## config.mk

```make
export PLATFORM = sky130hd
export DESIGN_NAME = ipv4_transport_header_parser
export DESIGN_NICKNAME = d
export VERILOG_FILES = /design/src/design/ipv4p_pkg.sv /design/src/design/ipv4p_capture.sv /design/src/design/ipv4p_eval.sv /design/src/design/ipv4_transport_header_parser.sv
export SDC_FILE = /design/constraint.sdc
export NUM_CORES = 1
export LEC_CHECK = 0
export ABC_AREA = 1
export BUFFER_PORTS_ARGS = -buffer_cell sky130_fd_sc_hd__buf_4
export CAP_MARGIN = 0
export CORE_MARGIN = 2
export CORE_UTILIZATION = 40
export DETAILED_ROUTE_END_ITERATION = 8
export GPL_TIMING_DRIVEN = 0
export PLACE_DENSITY = 0.56
export REMOVE_ABC_BUFFERS = 1
export SLEW_MARGIN = 25
export SYNTH_ARGS = -nofsm -noshare
export SYNTH_HDL_FRONTEND = slang
export SYNTH_SLANG_ARGS = --single-unit
export TNS_END_PERCENT = 20
```

## constraint.sdc

```tcl
create_clock -name clk -period 7.8 [get_ports clk]
set_input_delay 1.56 -clock clk [delete_from_list [all_inputs] [get_ports clk]]
set_output_delay 1.56 -clock clk [all_outputs]
set_load 0.03 [all_outputs]
```

## src/design/ipv4p_pkg.sv

```systemverilog
`timescale 1ns / 1ps

package ipv4p_pkg;

  localparam logic [7:0] PROTO_TCP = 8'd6;
  localparam logic [7:0] PROTO_UDP = 8'd17;

  localparam logic [16:0] COUNT_MAX = 17'h1FFFF;

  localparam logic [7:0] VERSION_MASK = 8'hF0;
  localparam logic [7:0] VERSION_IPV4 = 8'h40;
  localparam logic [3:0] IHL_MIN = 4'd5;
  localparam logic [6:0] TCP_MIN_BYTES = 7'd20;
  localparam logic [6:0] UDP_HDR_BYTES = 7'd8;

  // Byte positions of the fixed IPv4 header fields.
  localparam logic [16:0] POS_VER_IHL = 17'd0;
  localparam logic [16:0] POS_LEN_HI = 17'd2;
  localparam logic [16:0] POS_LEN_LO = 17'd3;
  localparam logic [16:0] POS_PROTO = 17'd9;
  localparam logic [16:0] POS_SRC_FIRST = 17'd12;
  localparam logic [16:0] POS_SRC_LAST = 17'd15;
  localparam logic [16:0] POS_DST_FIRST = 17'd16;
  localparam logic [16:0] POS_DST_LAST = 17'd19;
  localparam logic [16:0] POS_MIN_HDR_END = 17'd20;

  // Byte offsets within the transport header.
  localparam logic [16:0] TP_SPORT_HI = 17'd0;
  localparam logic [16:0] TP_SPORT_LO = 17'd1;
  localparam logic [16:0] TP_DPORT_HI = 17'd2;
  localparam logic [16:0] TP_DPORT_LO = 17'd3;
  localparam logic [16:0] TP_OFFSET = 17'd12;
  localparam logic [16:0] TP_FLAGS = 17'd13;

  localparam logic [2:0] STATUS_OK = 3'd0;
  localparam logic [2:0] STATUS_NOT_IPV4 = 3'd1;
  localparam logic [2:0] STATUS_BAD_IHL = 3'd2;
  localparam logic [2:0] STATUS_LEN_MISMATCH = 3'd3;
  localparam logic [2:0] STATUS_TCP_SHORT = 3'd4;
  localparam logic [2:0] STATUS_UDP_SHORT = 3'd5;
  localparam logic [2:0] STATUS_TRUNCATED = 3'd6;

  typedef struct packed {
    logic [16:0] byte_counter;
    logic [7:0]  version_ihl;
    logic [15:0] length_field;
    logic [7:0]  proto;
    logic [31:0] src_addr;
    logic [31:0] dst_addr;
    logic [15:0] src_port;
    logic [15:0] dst_port;
    logic [11:0] offset_flags;
  } hdr_state_t;

  typedef struct packed {
    logic [15:0] total_length;
    logic [15:0] payload_bytes;
    logic [7:0]  tcp_flag_bits;
    logic [5:0]  transport_header_bytes;
    logic [5:0]  ip_header_bytes;
    logic [15:0] dest_port;
    logic [15:0] source_port;
    logic [31:0] dest_address;
    logic [31:0] source_address;
    logic [7:0]  protocol;
    logic [2:0]  status;
  } result_t;

endpackage

```

## src/design/ipv4p_capture.sv

```systemverilog
`timescale 1ns / 1ps

module ipv4p_capture (
  input  ipv4p_pkg::hdr_state_t st,
  input  logic [7:0]            data_byte,
  output ipv4p_pkg::hdr_state_t st_next
);

  logic [16:0] pos;
  logic [3:0]  ihl;
  logic [16:0] tp_start;
  logic [16:0] tp_pos;
  logic        in_transport;

  assign pos = st.byte_counter;
  // The IHL used here is the one held before this word is taken.
  assign ihl = st.version_ihl[3:0];
  assign tp_start = {11'd0, ihl, 2'b00};
  assign tp_pos = pos - tp_start;
  assign in_transport = (pos >= ipv4p_pkg::POS_MIN_HDR_END) && (ihl >= ipv4p_pkg::IHL_MIN)
                        && (pos >= tp_start);

  always_comb begin
    st_next = st;

    if (pos < ipv4p_pkg::COUNT_MAX) begin
      st_next.byte_counter = pos + 17'd1;
    end

    priority if (pos == ipv4p_pkg::POS_VER_IHL) begin
      st_next.version_ihl = data_byte;
    end else if (pos == ipv4p_pkg::POS_LEN_HI) begin
      st_next.length_field[15:8] = data_byte;
    end else if (pos == ipv4p_pkg::POS_LEN_LO) begin
      st_next.length_field[7:0] = data_byte;
    end else if (pos == ipv4p_pkg::POS_PROTO) begin
      st_next.proto = data_byte;
    end else if (pos >= ipv4p_pkg::POS_SRC_FIRST && pos <= ipv4p_pkg::POS_SRC_LAST) begin
      st_next.src_addr = {st.src_addr[23:0], data_byte};
    end else if (pos >= ipv4p_pkg::POS_DST_FIRST && pos <= ipv4p_pkg::POS_DST_LAST) begin
      st_next.dst_addr = {st.dst_addr[23:0], data_byte};
    end else begin
    end

    if (in_transport) begin
      priority if (tp_pos == ipv4p_pkg::TP_SPORT_HI) begin
        st_next.src_port[15:8] = data_byte;
      end else if (tp_pos == ipv4p_pkg::TP_SPORT_LO) begin
        st_next.src_port[7:0] = data_byte;
      end else if (tp_pos == ipv4p_pkg::TP_DPORT_HI) begin
        st_next.dst_port[15:8] = data_byte;
      end else if (tp_pos == ipv4p_pkg::TP_DPORT_LO) begin
        st_next.dst_port[7:0] = data_byte;
      end else if (tp_pos == ipv4p_pkg::TP_OFFSET) begin
        st_next.offset_flags[11:8] = data_byte[7:4];
      end else if (tp_pos == ipv4p_pkg::TP_FLAGS) begin
        st_next.offset_flags[7:0] = data_byte;
      end else begin
      end
    end
  end

endmodule

```

## src/design/ipv4p_eval.sv

```systemverilog
`timescale 1ns / 1ps

module ipv4p_eval (
  input  ipv4p_pkg::hdr_state_t st,
  output ipv4p_pkg::result_t    res
);

  logic        is_tcp;
  logic        is_udp;
  logic [5:0]  iphdr;
  logic [5:0]  thdr;
  logic [6:0]  hdrsum;
  logic [6:0]  tcp_min;
  logic [6:0]  udp_min;
  logic [15:0] len;
  logic [2:0]  status;

  assign is_tcp = st.proto == ipv4p_pkg::PROTO_TCP;
  assign is_udp = st.proto == ipv4p_pkg::PROTO_UDP;
  assign iphdr = {st.version_ihl[3:0], 2'b00};
  assign thdr = is_tcp ? {st.offset_flags[11:8], 2'b00} : 6'd0;
  assign len = st.length_field;

  always_comb begin
    if (is_tcp) begin
      hdrsum = {1'b0, iphdr} + {1'b0, thdr};
    end else if (is_udp) begin
      hdrsum = {1'b0, iphdr} + ipv4p_pkg::UDP_HDR_BYTES;
    end else begin
      hdrsum = {1'b0, iphdr};
    end
  end

  assign tcp_min = {1'b0, iphdr} + ipv4p_pkg::TCP_MIN_BYTES;
  assign udp_min = {1'b0, iphdr} + ipv4p_pkg::UDP_HDR_BYTES;

  always_comb begin
    priority if ((st.version_ihl & ipv4p_pkg::VERSION_MASK) != ipv4p_pkg::VERSION_IPV4) begin
      status = ipv4p_pkg::STATUS_NOT_IPV4;
    end else if (st.version_ihl[3:0] < ipv4p_pkg::IHL_MIN) begin
      status = ipv4p_pkg::STATUS_BAD_IHL;
    end else if ({1'b0, len} != st.byte_counter) begin
      status = ipv4p_pkg::STATUS_LEN_MISMATCH;
    end else if (len < {10'd0, iphdr}) begin
      status = ipv4p_pkg::STATUS_TRUNCATED;
    end else if (is_tcp && (len < {9'd0, tcp_min} || len < {9'd0, hdrsum})) begin
      status = ipv4p_pkg::STATUS_TCP_SHORT;
    end else if (is_udp && len < {9'd0, udp_min}) begin
      status = ipv4p_pkg::STATUS_UDP_SHORT;
    end else begin
      status = ipv4p_pkg::STATUS_OK;
    end
  end

  always_comb begin
    res.status = status;
    res.protocol = st.proto;
    res.source_address = st.src_addr;
    res.dest_address = st.dst_addr;
    res.source_port = (is_tcp || is_udp) ? st.src_port : 16'd0;
    res.dest_port = (is_tcp || is_udp) ? st.dst_port : 16'd0;
    res.ip_header_bytes = iphdr;
    res.transport_header_bytes = thdr;
    res.tcp_flag_bits = is_tcp ? st.offset_flags[7:0] : 8'd0;
    res.payload_bytes = (len > {9'd0, hdrsum}) ? (len - {9'd0, hdrsum}) : 16'd0;
    res.total_length = len;
  end

endmodule

```

## src/design/ipv4_transport_header_parser.sv

```systemverilog
`timescale 1ns / 1ps

// Channel | Direction | Payload
// s_*     | in        | tdata[7:0] packet byte, tlast final byte of packet
// m_*     | out       | tdata[159:0] one parse result per packet
//
// A last byte's result is loaded into the output register from the input register,
// where the byte waits while capture and evaluation run. A byte can be accepted
// in every cycle; only a last byte waits, and only while the output register
// still holds a result that is not taken.
// rst is synchronous and clears the byte count, all captured fields and
// both valid flags.

module ipv4_transport_header_parser (
  input  logic         clk,
  input  logic         rst,
  input  logic         s_tvalid,
  output logic         s_tready,
  input  logic [7:0]   s_tdata,   // [7:0] data_byte
  input  logic         s_tlast,   // last_byte
  output logic         m_tvalid,
  input  logic         m_tready,
  output logic [159:0] m_tdata    // status, protocol, source_address,
                                  // dest_address, source_port, dest_port,
                                  // ip_header_bytes, transport_header_bytes,
                                  // tcp_flag_bits, payload_bytes,
                                  // total_length, one zero pad bit
);

  logic                  in_valid;
  logic [7:0]            in_byte;
  logic                  in_last;
  logic                  out_free;
  logic                  advance;
  ipv4p_pkg::hdr_state_t st;
  ipv4p_pkg::hdr_state_t st_next;
  ipv4p_pkg::result_t    res;

  assign out_free = !m_tvalid || m_tready;
  assign advance = in_valid && (!in_last || out_free);
  assign s_tready = !in_valid || advance;

  always_ff @(posedge clk) begin
    if (rst) begin
      in_valid <= 1'b0;
    end else if (s_tready) begin
      in_valid <= s_tvalid;
    end
  end

  always_ff @(posedge clk) begin
    if (s_tready && s_tvalid) begin
      in_byte <= s_tdata;
      in_last <= s_tlast;
    end
  end

  ipv4p_capture u_capture (
    .st        (st),
    .data_byte (in_byte),
    .st_next   (st_next)
  );

  ipv4p_eval u_eval (
    .st  (st_next),
    .res (res)
  );

  // The header state starts afresh after every last word.
  always_ff @(posedge clk) begin
    if (rst) begin
      st <= '0;
    end else if (advance) begin
      st <= in_last ? '0 : st_next;
    end
  end

  always_ff @(posedge clk) begin
    if (rst) begin
      m_tvalid <= 1'b0;
    end else if (advance && in_last) begin
      m_tvalid <= 1'b1;
    end else if (m_tready) begin
      m_tvalid <= 1'b0;
    end
  end

  always_ff @(posedge clk) begin
    if (advance && in_last) begin
      m_tdata <= {1'b0, res};
    end
  end

  a_reset_clears: assert property (@(posedge clk)
    rst |=> (st.byte_counter == 17'd0 && !m_tvalid && !in_valid))
    else $error("reset did not clear the parser state");

  a_last_loads_result: assert property (@(posedge clk) disable iff (rst)
    (advance && in_last) |=> (m_tvalid && st.byte_counter == 17'd0))
    else $error("last word did not produce a result and clear the count");

  a_no_overwrite: assert property (@(posedge clk) disable iff (rst)
    (m_tvalid && !m_tready) |-> !(advance && in_last))
    else $error("pending result overwritten");

  a_status_range: assert property (@(posedge clk) disable iff (rst)
    m_tvalid |-> (m_tdata[2:0] <= ipv4p_pkg::STATUS_TRUNCATED))
    else $error("status code out of range");

endmodule

```

==> summary.txt <==
Routing
  – 1st-iter DRT viols: 766
  – Antenna-violating nets left: 0
  – WL final: 41,200 um
  – Residual DRC count: 0
  – First-pass DRT Iterations: 5
  – Vias: 12,800
  – Vias per cell: 5.05
  – WL/cell: 16.3 um

Global route
  – Most Used Layer, Global Route: met2
  – Initial antenna violation count: 0
  – Global Route met2 Usage: 0.326
  – Largest net degree at the start of global routing: 103
  – Global-route wire length before repair: 66,000 um
  – Vias in the first global route: 12,100
  – Grt ovf: 0
  – Met1 Use GR: 0.274
  – Gr usage total: 0.200
  – M3 GR Usage: 0.0310

Clock tree
  – Clk root buf: clkbuf_16
  – Hold_buf cts: 0
  – Clock tree from TritonCTS: built
  – TritonCTS buffer count: 36
  – # resized after CTS: 0
  – CTS HTree Levels: 2
  – Clk buf depth: 3
  – Post-CTS setup buffers: 0
  – # clock sinks: 323
  – Skew-Pair Late Insertion Delay: 0.53 ns
  – Clk slew on worst S/H paths: 0.06 ns

Synth
  – Area contributors post-synth: edfxtp_1 (31%), dfxtp_1 (20%), nand2_1 (14%)
  – Post-Syn Area: 15,800 um^2
  – Leading area contributor after synthesis: edfxtp_1
  – Yosys top cell area share: 0.312
  – Yosys cell types: 56
  – Yosys Warn Count: 0
  – Gate Count Post-Synth: 1,852
  – Mean Syn Cell Area: 8.53 um^2
  – Number of synthesized register bits: 323
  – Sequential area share after synthesis: 0.513

Timing
  – Final setup fails: 0
  – RSZ-0062 raised after global routing: no
  – Hold slack: 0.464 ns
  – Setup ws final: 1.36 ns
  – Worst Tran Pin Value: 1.03 ns
  – Minimum clock period: 6.44 ns
  – Fmax: 155 MHz
  – Fin Clk Skew: 0.00958 ns
  – Setup TNS Final: 0 ns
  – Slew Limit Fails: 0
  – Final hold viol count: 0
  – Fin crit share: 0.826
  – Slew headroom: 0.310

Finish
  – Commonest non-fill, non-tap cells in the layout: nand2_1 (572), a21oi_1 (190), buf_4 (168)
  – Final net count: 2,035
  – Layout Utilization: 0.485
  – Area Overhead vs Synth: 19.2%
  – Finished Cell Area: 18,800 um^2
  – Fillers: 3,709
  – # diodes: 0
  – Share of layout cells above drive strength 1: 0.184
  – Most common cell after layout, fill and taps aside: nand2_1

Run
  – Max Cap Violations: 0

Pwr
  – PD cells: 200 nW/um^2
  – Static Leak: 0.00761 uW
  – Max VDD drop: 0.142 mV

Setup path
  – Crit path kind: flop to flop
  – R2R cell count: 34
  – Max stage delay on crit path: 0.56 ns
  – Worst path slowest cell: dfxtp_1
  – FF-to-FF End: m_tdata[142]$_SDFFCE_PP0P_
  – CP startpoint kind: flop
  – CP required: 8.05 ns
  – Worst path buffer plus inverter count: 7
  – Flop2flop setup slack: 1.36 ns
  – Worst setup EP type: flop
  – WP data arrival: 6.69 ns
  – Worst r2r src: st[142]$_SDFFE_PP0P_
  – CP delay by family, top: simple AND/OR/NAND/NOR gates
  – CP max FO: 9

Place
  – Placed Area: 17,600 um^2
  – HPWL after DPL: 27,800 um
  – Setup WS pre-CTS: 1.41 ns
  – Final estimated routing congestion in global placement: 0.892
  – # port buffers: 169

Die
  – Cell Rows: 72
  – Die Wd: 203 um
  – Die area: 41,100 um^2
  – DIE HEIGHT: 203 um
  – Core area: 38,800 um^2
  – Starting density of the core: 0.407
  – IO Count: 175

Worst hold path
  – Hold_sp: st[129]$_SDFFE_PP0P_
  – Min-delay worst type: flop to flop
  – WHS Path Cells: 2
  – WHS Endpoint: st[129]$_SDFFE_PP0P_

Status
  – Status: finished clean
[final cells by class]
class	instances	area [um^2]	area share
clock buffers	55	1020	0.0544
clock inverters	11	163	0.00865
flip-flops and latches	323	8110	0.431
well taps	518	648	0.0344
inverters	167	639	0.0340
multi-input cells	1276	6630	0.353
repair buffers	182	1600	0.0850
[synth_stat cells (all sizes together)]
cell type,count
a21o,1
ha,33
nand3b,3
nand4,41
conb,1
buf,45
clkbuf,45
a31oi,2
xnor2,6
o21bai,2
o21a,3
nor2,129
nor4,5
o21ai,85
and3,2
nor3b,2
or2,4
inv,164
edfxtp,164
nand3,78
and2,2
mux2,16
o22ai,11
nand2,589
clkinv,3
xor2,21
dfxtp,159
fa,3
nor3,19
a2111o,1
a2bb2oi,1
a21oi,211
o211ai,1
[worst min-delay path: stages (launching register included)]
cell and delay, ns:
dfxtp_1 0.30, nand2_1 0.06, a21oi_1 0.06
[worst max path at each step]
stage / cells after the start / slack [ns] / startpoint / endpoint
floorplan: 7 / -3.05 / m_tready / st[155]$_SDFFE_PP0P_
global placement: 9 / -10.95 / m_tready / st[39]$_SDFFE_PP0P_
global route: 34 / 0.84 / st[142]$_SDFFE_PP0P_ / m_tdata[142]$_SDFFCE_PP0P_
detailed placement: 34 / 1.41 / st[142]$_SDFFE_PP0P_ / m_tdata[142]$_SDFFCE_PP0P_
finish: 34 / 1.36 / st[142]$_SDFFE_PP0P_ / m_tdata[142]$_SDFFCE_PP0P_
CTS: 34 / 1.38 / st[142]$_SDFFE_PP0P_ / m_tdata[142]$_SDFFCE_PP0P_
[per-stage QoR]
step | power (uW) | std cells
floorplan | 1980 | 1766
detailed placement | 2080 | 2466
CTS | 3810 | 2532
finish | 3770 | 2532
global route | 3900 | 2532
global placement | 2070 | 2453
[metal layers]
metal | up-vias | wire length (um)
met2 | 277 | 19200
met4 | 0 | 1100
met1 | 6027 | 19000
li1 | 6416 | -
met3 | 68 | 1890
met5 | - | 0
[power breakdown]
part	total (uW)	switching [uW]	internal [uW]
combinational	234	170	64.3
clock	1720	680	1040
sequential	1810	15.1	1800
total	3770	865	2900
[registers in the layout, indices dropped and copies added (netlist names)]
signal,flops
in_last,1
st,157
m_tdata,155
m_tvalid,1
in_byte,8
in_valid,1
[cell families (layout without fill, tap and decap cells)]
logic type / Yosys count / count (layout) / share of synthesized area
multiplexers: 16 / 16 / 0.0114
AND/OR/NAND/NOR: 874 / 874 / 0.244
flip-flops: 323 / 323 / 0.513
adder cells (fa/ha/maj): 36 / 36 / 0.0300
other: 1 / 5 / 0.000237
AO/OA/AOI/OAI: 318 / 318 / 0.116
XOR/XNOR: 27 / 27 / 0.0150
buffers and inverters: 257 / 415 / 0.0697
No activity file was read; power rests on OpenSTA's default activity.
